File: config.mk
export PLATFORM = sky130hd
export DESIGN_NAME = yuv_frame_psnr
export DESIGN_NICKNAME = d
export VERILOG_FILES = /design/src/design/yfp_pkg.sv /design/src/design/yfp_ctrl.sv /design/src/design/yfp_dp.sv /design/src/design/yuv_frame_psnr.sv
export SDC_FILE = /design/constraint.sdc
export NUM_CORES = 2
export LEC_CHECK = 0
export BUFFER_PORTS_ARGS = -buffer_cell sky130_fd_sc_hd__buf_2
export CAP_MARGIN = 5
export CORE_MARGIN = 2
export CORE_UTILIZATION = 35
export CTS_BUF_LIST = sky130_fd_sc_hd__clkbuf_8 sky130_fd_sc_hd__clkbuf_16
export CTS_CLUSTER_SIZE = 8
export DETAILED_ROUTE_END_ITERATION = 6
export PLACE_DENSITY = 0.55
export SLEW_MARGIN = 30
export SYNTH_ARGS = -nofsm -noshare
export SYNTH_HDL_FRONTEND = slang
export SYNTH_SLANG_ARGS = --single-unit
export TNS_END_PERCENT = 100
File: constraint.sdc
create_clock -name clk -period 12.65 [get_ports clk]
set_input_delay 0.6325 -clock clk [delete_from_list [all_inputs] [get_ports clk]]
set_output_delay 0.6325 -clock clk [all_outputs]
set_load 0.1 [all_outputs]
File: src/design/yfp_pkg.sv
// shared constants, command and status types for the yuv frame psnr block
// used by yfp_ctrl, yfp_dp and yuv_frame_psnr
package yfp_pkg;

  localparam int unsigned DEF_COUNT_BITS = 24;
  localparam int unsigned SUM_W          = 40;
  localparam int unsigned SAMPLE_W       = 8;
  localparam int unsigned PSNR_W         = 16;
  localparam int unsigned MANT_W         = 32;
  localparam int unsigned FRAC_W         = 16;
  localparam int unsigned PEAK_SQ        = 65025;
  localparam int unsigned DB_PER_LOG2    = 197283;
  localparam int unsigned DB_W           = 18;
  localparam int unsigned ROUND_SHIFT    = 24;

  typedef enum logic [1:0] {
    PLANE_Y = 2'd0,
    PLANE_U = 2'd1,
    PLANE_V = 2'd2
  } plane_t;

  typedef struct packed {
    logic   acc_en;
    logic   mul_cnt;
    logic   load_x;
    logic   load_den;
    logic   norm_step;
    logic   load_mant;
    logic   sq_mul;
    logic   sq_norm;
    logic   save_ln;
    logic   diff_mul;
    logic   diff_fin;
    logic   set_inf;
    logic   out_load;
    plane_t plane;
  } yfp_cmd_t;

  typedef struct packed {
    logic inf_now;
    logic norm_done;
    logic out_free;
  } yfp_stat_t;

endpackage

File: src/design/yfp_ctrl.sv
// sequencer for accumulation and the end-of-frame log2 / psnr evaluation
// depends on yfp_pkg
module yfp_ctrl (
  input  logic             clk,
  input  logic             rst_n,
  input  logic             in_valid,
  input  logic             in_last,
  output logic             in_stall,
  input  yfp_pkg::yfp_stat_t stat,
  output yfp_pkg::yfp_cmd_t  cmd
);
  import yfp_pkg::*;

  typedef enum logic [3:0] {
    ST_RUN, ST_CHK, ST_MULC, ST_LOADX, ST_NORM, ST_SQM, ST_SQN,
    ST_LOGEND, ST_DFIN, ST_OUT
  } state_t;

  state_t      state_r, state_nxt;
  plane_t      plane_r, plane_nxt;
  logic        den_r, den_nxt;
  logic [3:0]  bit_r, bit_nxt;

  assign in_stall = (state_r != ST_RUN);

  always_comb begin
    state_nxt = state_r;
    plane_nxt = plane_r;
    den_nxt   = den_r;
    bit_nxt   = bit_r;
    cmd       = '0;
    cmd.plane = plane_r;
    cmd.load_den = den_r;
    unique case (state_r)
      ST_RUN: begin
        cmd.acc_en = in_valid;
        if (in_valid && in_last) begin
          state_nxt = ST_CHK;
          plane_nxt = PLANE_Y;
        end
      end
      ST_CHK: begin
        if (stat.inf_now) begin
          cmd.set_inf = 1'b1;
          if (plane_r == PLANE_V) state_nxt = ST_OUT;
          else plane_nxt = plane_t'(plane_r + 2'd1);
        end else begin
          den_nxt   = 1'b0;
          state_nxt = ST_MULC;
        end
      end
      ST_MULC: begin
        cmd.mul_cnt = 1'b1;
        state_nxt   = ST_LOADX;
      end
      ST_LOADX: begin
        cmd.load_x = 1'b1;
        state_nxt  = ST_NORM;
      end
      ST_NORM: begin
        if (stat.norm_done) begin
          cmd.load_mant = 1'b1;
          bit_nxt       = '0;
          state_nxt     = ST_SQM;
        end else begin
          cmd.norm_step = 1'b1;
        end
      end
      ST_SQM: begin
        cmd.sq_mul = 1'b1;
        state_nxt  = ST_SQN;
      end
      ST_SQN: begin
        cmd.sq_norm = 1'b1;
        if (bit_r == 4'd15) begin
          state_nxt = ST_LOGEND;
        end else begin
          bit_nxt   = bit_r + 4'd1;
          state_nxt = ST_SQM;
        end
      end
      ST_LOGEND: begin
        if (!den_r) begin
          cmd.save_ln = 1'b1;
          den_nxt     = 1'b1;
          state_nxt   = ST_LOADX;
        end else begin
          cmd.diff_mul = 1'b1;
          state_nxt    = ST_DFIN;
        end
      end
      ST_DFIN: begin
        cmd.diff_fin = 1'b1;
        if (plane_r == PLANE_V) begin
          state_nxt = ST_OUT;
        end else begin
          plane_nxt = plane_t'(plane_r + 2'd1);
          state_nxt = ST_CHK;
        end
      end
      ST_OUT: begin
        if (stat.out_free) begin
          cmd.out_load = 1'b1;
          state_nxt    = ST_RUN;
        end
      end
      default: state_nxt = ST_RUN;
    endcase
  end

  always_ff @(posedge clk) begin
    if (!rst_n) begin
      state_r <= ST_RUN;
      plane_r <= PLANE_Y;
      den_r   <= 1'b0;
      bit_r   <= '0;
    end else begin
      state_r <= state_nxt;
      plane_r <= plane_nxt;
      den_r   <= den_nxt;
      bit_r   <= bit_nxt;
    end
  end

endmodule

File: src/design/yfp_dp.sv
// datapath: squared-difference accumulators, shared log2 unit, psnr scaling
// and the output register; depends on yfp_pkg
module yfp_dp #(
  parameter int unsigned COUNT_BITS = yfp_pkg::DEF_COUNT_BITS
) (
  input  logic                           clk,
  input  logic                           rst_n,
  input  yfp_pkg::yfp_cmd_t              cmd,
  output yfp_pkg::yfp_stat_t             stat,
  input  logic                           in_is_chroma,
  input  logic [yfp_pkg::SAMPLE_W-1:0]   in_left_first,
  input  logic [yfp_pkg::SAMPLE_W-1:0]   in_right_first,
  input  logic [yfp_pkg::SAMPLE_W-1:0]   in_left_second,
  input  logic [yfp_pkg::SAMPLE_W-1:0]   in_right_second,
  output logic                           out_valid,
  input  logic                           out_stall,
  output logic [yfp_pkg::PSNR_W-1:0]     out_psnr_y,
  output logic [yfp_pkg::PSNR_W-1:0]     out_psnr_u,
  output logic [yfp_pkg::PSNR_W-1:0]     out_psnr_v,
  output logic                           out_inf_y,
  output logic                           out_inf_u,
  output logic                           out_inf_v,
  output logic [yfp_pkg::SUM_W-1:0]      out_sum_sq_y,
  output logic [yfp_pkg::SUM_W-1:0]      out_sum_sq_u,
  output logic [yfp_pkg::SUM_W-1:0]      out_sum_sq_v
);
  import yfp_pkg::*;

  localparam int unsigned NUM_W = COUNT_BITS + 16;
  localparam int unsigned XW    = (NUM_W > SUM_W) ? NUM_W : SUM_W;
  localparam int unsigned PW    = $clog2(XW);
  localparam int unsigned LW    = PW + FRAC_W;
  localparam int unsigned DW    = LW + DB_W;
  localparam int unsigned VW    = DW + 1 - ROUND_SHIFT;

  logic [SUM_W-1:0]      sse_y_r, sse_u_r, sse_v_r;
  logic [COUNT_BITS-1:0] cnt_y_r, cnt_c_r;
  logic [NUM_W-1:0]      num_r;
  logic [XW-1:0]         x_r;
  logic [PW-1:0]         p_r;
  logic [MANT_W-1:0]     m_r;
  logic [2*MANT_W-1:0]   prod_r;
  logic [FRAC_W-1:0]     frac_r;
  logic [LW-1:0]         ln_r;
  logic [DW-1:0]         dprod_r;
  logic [PSNR_W-1:0]     psnr_r [3];
  logic [2:0]            inf_r;
  logic                  out_valid_r;

  logic [SUM_W-1:0]      sse_sel;
  logic [COUNT_BITS-1:0] cnt_sel;
  logic [LW-1:0]         ld;
  logic [MANT_W:0]       sq_top;
  logic [DW:0]           vfull;
  logic [VW-1:0]         v;

  function automatic logic [SUM_W-1:0] sat_add(input logic [SUM_W-1:0] acc,
                                               input logic [SAMPLE_W-1:0] a,
                                               input logic [SAMPLE_W-1:0] b);
    logic [SAMPLE_W-1:0]   d;
    logic [2*SAMPLE_W-1:0] sq;
    logic [SUM_W:0]        s;
    d  = (a >= b) ? (a - b) : (b - a);
    sq = d * d;
    s  = {1'b0, acc} + {{(SUM_W + 1 - 2*SAMPLE_W){1'b0}}, sq};
    return s[SUM_W] ? {SUM_W{1'b1}} : s[SUM_W-1:0];
  endfunction

  always_comb begin
    unique case (cmd.plane)
      PLANE_Y: begin sse_sel = sse_y_r; cnt_sel = cnt_y_r; end
      PLANE_U: begin sse_sel = sse_u_r; cnt_sel = cnt_c_r; end
      default: begin sse_sel = sse_v_r; cnt_sel = cnt_c_r; end
    endcase
  end

  assign ld     = {p_r, frac_r};
  assign sq_top = prod_r[2*MANT_W-1:MANT_W-1];
  assign vfull  = {1'b0, dprod_r} + (DW+1)'(1 << (ROUND_SHIFT - 1));
  assign v      = vfull[DW:ROUND_SHIFT];

  assign stat.inf_now   = (sse_sel == '0) || (cnt_sel == '0);
  assign stat.norm_done = x_r[XW-1];
  assign stat.out_free  = !out_valid_r || !out_stall;

  // accumulators and counts
  always_ff @(posedge clk) begin
    if (!rst_n || cmd.out_load) begin
      sse_y_r <= '0;
      sse_u_r <= '0;
      sse_v_r <= '0;
      cnt_y_r <= '0;
      cnt_c_r <= '0;
    end else if (cmd.acc_en) begin
      if (in_is_chroma) begin
        sse_u_r <= sat_add(sse_u_r, in_left_first, in_right_first);
        sse_v_r <= sat_add(sse_v_r, in_left_second, in_right_second);
        if (cnt_c_r != {COUNT_BITS{1'b1}}) cnt_c_r <= cnt_c_r + COUNT_BITS'(1);
      end else begin
        sse_y_r <= sat_add(sse_y_r, in_left_first, in_right_first);
        if (cnt_y_r != {COUNT_BITS{1'b1}}) cnt_y_r <= cnt_y_r + COUNT_BITS'(1);
      end
    end
  end

  // shared log2 unit: normalize one bit a cycle, then square-and-halve
  always_ff @(posedge clk) begin
    if (cmd.mul_cnt) num_r <= NUM_W'(cnt_sel) * NUM_W'(PEAK_SQ);
    if (cmd.load_x) begin
      x_r <= cmd.load_den ? XW'(sse_sel) : XW'(num_r);
      p_r <= PW'(XW - 1);
    end else if (cmd.norm_step) begin
      x_r <= {x_r[XW-2:0], 1'b0};
      p_r <= p_r - PW'(1);
    end
    if (cmd.load_mant) begin
      m_r    <= x_r[XW-1 -: MANT_W];
      frac_r <= '0;
    end else if (cmd.sq_norm) begin
      frac_r <= {frac_r[FRAC_W-2:0], sq_top[MANT_W]};
      m_r    <= sq_top[MANT_W] ? sq_top[MANT_W:1] : sq_top[MANT_W-1:0];
    end
    if (cmd.sq_mul) prod_r <= {{MANT_W{1'b0}}, m_r} * {{MANT_W{1'b0}}, m_r};
    if (cmd.save_ln) ln_r <= ld;
    if (cmd.diff_mul) begin
      dprod_r <= (ln_r > ld) ? (DW'(ln_r - ld) * DW'(DB_PER_LOG2)) : '0;
    end
    if (cmd.set_inf) begin
      psnr_r[cmd.plane] <= '0;
      inf_r[cmd.plane]  <= 1'b1;
    end else if (cmd.diff_fin) begin
      psnr_r[cmd.plane] <= (v[VW-1:PSNR_W] != '0) ? {PSNR_W{1'b1}} : v[PSNR_W-1:0];
      inf_r[cmd.plane]  <= 1'b0;
    end
  end

  // output register
  always_ff @(posedge clk) begin
    if (!rst_n) begin
      out_valid_r <= 1'b0;
    end else if (cmd.out_load) begin
      out_valid_r <= 1'b1;
    end else if (!out_stall) begin
      out_valid_r <= 1'b0;
    end
  end

  always_ff @(posedge clk) begin
    if (cmd.out_load) begin
      out_psnr_y   <= psnr_r[PLANE_Y];
      out_psnr_u   <= psnr_r[PLANE_U];
      out_psnr_v   <= psnr_r[PLANE_V];
      out_inf_y    <= inf_r[PLANE_Y];
      out_inf_u    <= inf_r[PLANE_U];
      out_inf_v    <= inf_r[PLANE_V];
      out_sum_sq_y <= sse_y_r;
      out_sum_sq_u <= sse_u_r;
      out_sum_sq_v <= sse_v_r;
    end
  end

  assign out_valid = out_valid_r;

endmodule

File: src/design/yuv_frame_psnr.sv
// top level of the per-plane psnr block for two streamed 8-bit yuv frames
// depends on yfp_pkg, yfp_ctrl and yfp_dp
//
// input channel: in_valid / in_stall plus one port per field. a luma
// transaction adds one Y squared difference, a chroma transaction one U and
// one V squared difference. sums saturate at 2^40-1, counts at
// 2^COUNT_BITS-1. items stream at one transaction per cycle while in_stall
// is low. the transaction with in_last set closes the frame: in_stall rises
// and a shared log2 unit evaluates up to six logs (one bit of normalization
// per cycle, then 16 square-and-halve steps). the log operand width XW is 40
// at the default count width; a plane with zero sum or count skips its logs
// and is flagged infinite.
// result channel: out_valid / out_stall, one transaction per frame. the
// result sits in an output register; while the receiver stalls, a finished
// frame waits there and the block holds in_stall until it can load it.
// loading the result clears the accumulators and reopens the input.
// reset (synchronous, rst_n low) clears accumulators, counts and out_valid.
module yuv_frame_psnr #(
  parameter int unsigned COUNT_BITS = yfp_pkg::DEF_COUNT_BITS
) (
  input  logic                         clk,
  input  logic                         rst_n,
  input  logic                         in_valid,
  output logic                         in_stall,
  input  logic                         in_is_chroma,
  input  logic [yfp_pkg::SAMPLE_W-1:0] in_left_first,
  input  logic [yfp_pkg::SAMPLE_W-1:0] in_right_first,
  input  logic [yfp_pkg::SAMPLE_W-1:0] in_left_second,
  input  logic [yfp_pkg::SAMPLE_W-1:0] in_right_second,
  input  logic                         in_last,
  output logic                         out_valid,
  input  logic                         out_stall,
  output logic [yfp_pkg::PSNR_W-1:0]   out_psnr_y,
  output logic [yfp_pkg::PSNR_W-1:0]   out_psnr_u,
  output logic [yfp_pkg::PSNR_W-1:0]   out_psnr_v,
  output logic                         out_inf_y,
  output logic                         out_inf_u,
  output logic                         out_inf_v,
  output logic [yfp_pkg::SUM_W-1:0]    out_sum_sq_y,
  output logic [yfp_pkg::SUM_W-1:0]    out_sum_sq_u,
  output logic [yfp_pkg::SUM_W-1:0]    out_sum_sq_v
);
  import yfp_pkg::*;

  yfp_cmd_t  cmd;
  yfp_stat_t stat;

  yfp_ctrl u_ctrl (
    .clk      (clk),
    .rst_n    (rst_n),
    .in_valid (in_valid),
    .in_last  (in_last),
    .in_stall (in_stall),
    .stat     (stat),
    .cmd      (cmd)
  );

  yfp_dp #(
    .COUNT_BITS (COUNT_BITS)
  ) u_dp (
    .clk             (clk),
    .rst_n           (rst_n),
    .cmd             (cmd),
    .stat            (stat),
    .in_is_chroma    (in_is_chroma),
    .in_left_first   (in_left_first),
    .in_right_first  (in_right_first),
    .in_left_second  (in_left_second),
    .in_right_second (in_right_second),
    .out_valid       (out_valid),
    .out_stall       (out_stall),
    .out_psnr_y      (out_psnr_y),
    .out_psnr_u      (out_psnr_u),
    .out_psnr_v      (out_psnr_v),
    .out_inf_y       (out_inf_y),
    .out_inf_u       (out_inf_u),
    .out_inf_v       (out_inf_v),
    .out_sum_sq_y    (out_sum_sq_y),
    .out_sum_sq_u    (out_sum_sq_u),
    .out_sum_sq_v    (out_sum_sq_v)
  );

`ifndef SYNTHESIS
  a_load_shows: assert property (@(posedge clk) disable iff (!rst_n)
    cmd.out_load |=> out_valid)
    else $error("result load did not raise out_valid");

  a_load_no_accept: assert property (@(posedge clk) disable iff (!rst_n)
    cmd.out_load |-> in_stall)
    else $error("transaction accepted while loading a result");

  a_load_clears: assert property (@(posedge clk) disable iff (!rst_n)
    cmd.out_load |=> stat.inf_now)
    else $error("accumulators not cleared after result load");

  a_no_accum_busy: assert property (@(posedge clk) disable iff (!rst_n)
    in_stall |-> !cmd.acc_en)
    else $error("accumulation while evaluating a frame");
`endif

endmodule
==> flow_summary.json <==
{
  "synth.area.top_cells": "fa_1 31%, edfxtp_1 17%, ha_1 13%",
  "cts_buffer_depth": 3,
  "dieHeight_um": 450,
  "synth.most_common_cell": "inv_1",
  "p_leak_uw": 0.0372,
  "setup_tns_ns": 0,
  "p_total_uw": 20100,
  "rsz0062_at_grt": "no",
  "synth.mux.area_fraction": 0.0122,
  "avgRoutedWirePerCell_um": 18.3,
  "max_freq_ghz": 0.103,
  "fin_crit_sh": 0.771,
  "period_needed_ns": 9.75,
  "drc": 0,
  "gp_congestion": 0.886,
  "cts_tree": "built",
  "multiInputGateArea_mm2": 0.0471,
  "path_class": "primary input to flip-flop",
  "htreeDepth": 3,
  "end_kind": "flip-flop",
  "portBuffers": 210,
  "synth_top_area_cell": "fa_1",
  "die_area_mm2": 0.203,
  "netlist_instances": 6981,
  "netlist_area_mm2": 0.0697,
  "grt_max_degree": 103,
  "ys_seq_area_frac": 0.233,
  "cts_setup_buffers": 0,
  "via_per_inst": 4.89,
  "dr_total_vias": 48100,
  "path_max_fanout": 19,
  "synth_seq_cells": 608,
  "seqCellArea_mm2": 0.0162,
  "grt_pass1_wl_um": 289000,
  "outcome": "completed",
  "synth_xor_area_frac": 0.0392,
  "p_per_area_mw_per_mm2": 263,
  "hold_violations": 0,
  "start_util": 0.353,
  "totalWireLength_um": 180000,
  "layout-drive-gt1-share": 0.0598,
  "syn_nets": 8818,
  "cp.required_ns": 13.21,
  "synth.avg_cell_area_um2": 9.98,
  "grt_overflow_total": 0,
  "synthAdderAreaFrac": 0.438,
  "ys.warnings.count": 0,
  "synth.top_cell.area_share": 0.307,
  "hold_class": "primary input to flip-flop",
  "slew-limit-headroom": 0.296,
  "crit_path_max_incr_delay_ns": 0.58,
  "synthArstFlopShare": 0,
  "synth_edf_count": 406,
  "drv_slew": 0,
  "grt_use_total": 0.180,
  "firstDrtPassIters": 5,
  "ctsHoldBuffers": 0,
  "path_clk_slew_ns": 0.05,
  "post_cts_resized": 0,
  "yosysUniqueCellTypes": 90,
  "antenna_found_initial": 7,
  "arrival_ns": 10.31,
  "crit_path_start_kind": "primary input",
  "ys.flop_type": "edfxtp_1",
  "drtIter0Drc": 3000,
  "worstSkewPairLatency_ns": 0.66,
  "rows": 163,
  "nFillCells": 19700,
  "die_x_um": 450,
  "nets": 8965,
  "dpl.hpwl_um": 142000,
  "io_pins": 211,
  "cp_common_cell": "fa_1",
  "synth_top_family_by_area": "adder cells",
  "worst_pin_slew_ns": 1.06,
  "final_antenna_net_count": 0,
  "synth_common_cells": "1,492 x inv_1, 1,069 x fa_1, 730 x ha_1, 538 x nand2_1, 406 x edfxtp_1",
  "skew_ns": 0.0350,
  "synth_compound_area_frac": 0.0775,
  "slowest_stage": "nand2_1",
  "peakVddDrop_uv": 546,
  "area_growth_syn_to_layout_pct": 9.54,
  "cts-root-buf": "clkbuf_16",
  "max_cap_viol_count": 0,
  "setup_viol": 0,
  "core-area_mm2": 0.198,
  "clock-sinks": 608,
  "synth_simple_gate_area_frac": 0.108,
  "grt_pass1_vias": 51400,
  "numCtsBuffers": 87
}
## flip-flops by register name, summed over array words and instances, names as in the netlist, 2 cells and up, named ones only
name / flops
out_psnr_u: 16
out_psnr_v: 16
out_psnr_y: 16
u_ctrl.bit_r: 4
u_ctrl.plane_r: 2
u_ctrl.state_r: 4
u_dp.cnt_c_r: 24
u_dp.cnt_y_r: 24
u_dp.dprod_r: 17
u_dp.frac_r: 16
u_dp.ln_r: 22
u_dp.m_r: 32
u_dp.num_r: 40
u_dp.out_sum_sq_u: 40
u_dp.out_sum_sq_v: 40
u_dp.out_sum_sq_y: 40
u_dp.p_r: 6
u_dp.prod_r: 33
u_dp.psnr_r: 48
u_dp.sse_u_r: 40
u_dp.sse_v_r: 40
u_dp.sse_y_r: 40
u_dp.x_r: 40
## worst max-delay path: cells and delay by family
kind / cells / cell delay [ns]
adders and majority gates: 8 / 3.26
AOI/OAI and AO/OA: 11 / 3.24
and+or+nand+nor: 8 / 1.87
muxes: 2 / 0.56
xor gates and xnor gates: 1 / 0.41
buffers and inverters: 5 / 0.30
## through the flow
step	instance area (µm²)	setup WS (ns)	util	cells	hold slack [ns]
2_1_floorplan	69700	1.76	-	6981	0.400
3_3_place_gp	73700	2.44	0.373	9678	0.402
3_5_place_dp	73700	2.29	0.373	9679	0.405
4_1_cts	76300	2.97	0.386	9828	0.259
5_1_grt	76300	2.27	0.386	9829	0.288
6_report	76300	2.90	0.386	9832	0.310
## layout make-up
class / instances / area share
diodes: 4 / 0.000131
clock buffers: 89 / 0.0290
clock inverters: 60 / 0.00446
inverters: 1506 / 0.0741
multi-input cells: 4660 / 0.617
flip-flops and latches: 608 / 0.213
well taps: 2640 / 0.0433
repair buffers: 265 / 0.0195
## placed cells by master (no fill, tap or decap), drive strengths merged, types with 17 or more instances in the layout
| cell type | Yosys | final |
|---|---|---|
| fa | 1069 | 1069 |
| xnor2 | 158 | 158 |
| a211oi | 22 | 22 |
| nand2 | 538 | 538 |
| nand2b | 35 | 35 |
| dfxtp | 202 | 202 |
| and4 | 23 | 23 |
| a21oi | 363 | 363 |
| o22ai | 17 | 17 |
| edfxtp | 406 | 406 |
| o21ai | 205 | 205 |
| ha | 730 | 730 |
| clkbuf | 197 | 89 |
| nor3 | 61 | 61 |
| nand4 | 63 | 63 |
| a31oi | 27 | 27 |
| o21a | 21 | 21 |
| and3 | 39 | 39 |
| inv | 1497 | 1551 |
| a21o | 75 | 75 |
| nand3 | 97 | 97 |
| nor2b | 38 | 38 |
| nor2 | 385 | 385 |
| or2 | 27 | 27 |
| and2 | 229 | 229 |
| buf | 10 | 265 |
| a22o | 42 | 42 |
| xor2 | 150 | 150 |
| mux2i | 77 | 77 |
| o21bai | 27 | 27 |
## kinds of logic after synthesis
logic type,after synthesis
compound gates,889
xor+xnor,308
fa+ha+maj,1799
buf+inv,1713
flops,608
mux,84
simple gates,1580
## power breakdown
part	internal, µW	switching (µW)
Sequential	2540	122
Clock	1260	889
Combinational	6320	8950
## layer usage
| metal | vias up | global-route usage | part of all wire |
|---|---|---|---|
| met3 | 251 | 0.0193 | 0.041 |
| met2 | 1057 | 0.308 | 0.49 |
| met1 | 24200 | 0.240 | 0.44 |
| li1 | 22500 | - | - |
| met4 | 0 | 0.0495 | 0.028 |
| met5 | - | 0 | 0 |
## final timing paths
kind / from / end / slack [ns] / cells past startpoint
hold reg to reg: u_dp.psnr_r[2][7] / out_psnr_v[7] / 0.41 / 0
setup / recovery: in_left_first[0] / u_dp.sse_u_r[38] / 2.90 / 35
hold / removal: out_stall / u_dp.out_valid / 0.31 / 3
setup reg to reg: u_dp.m_r[17] / u_dp.prod_r[59] / 3.63 / 23
(Power assumes the default switching activity.)
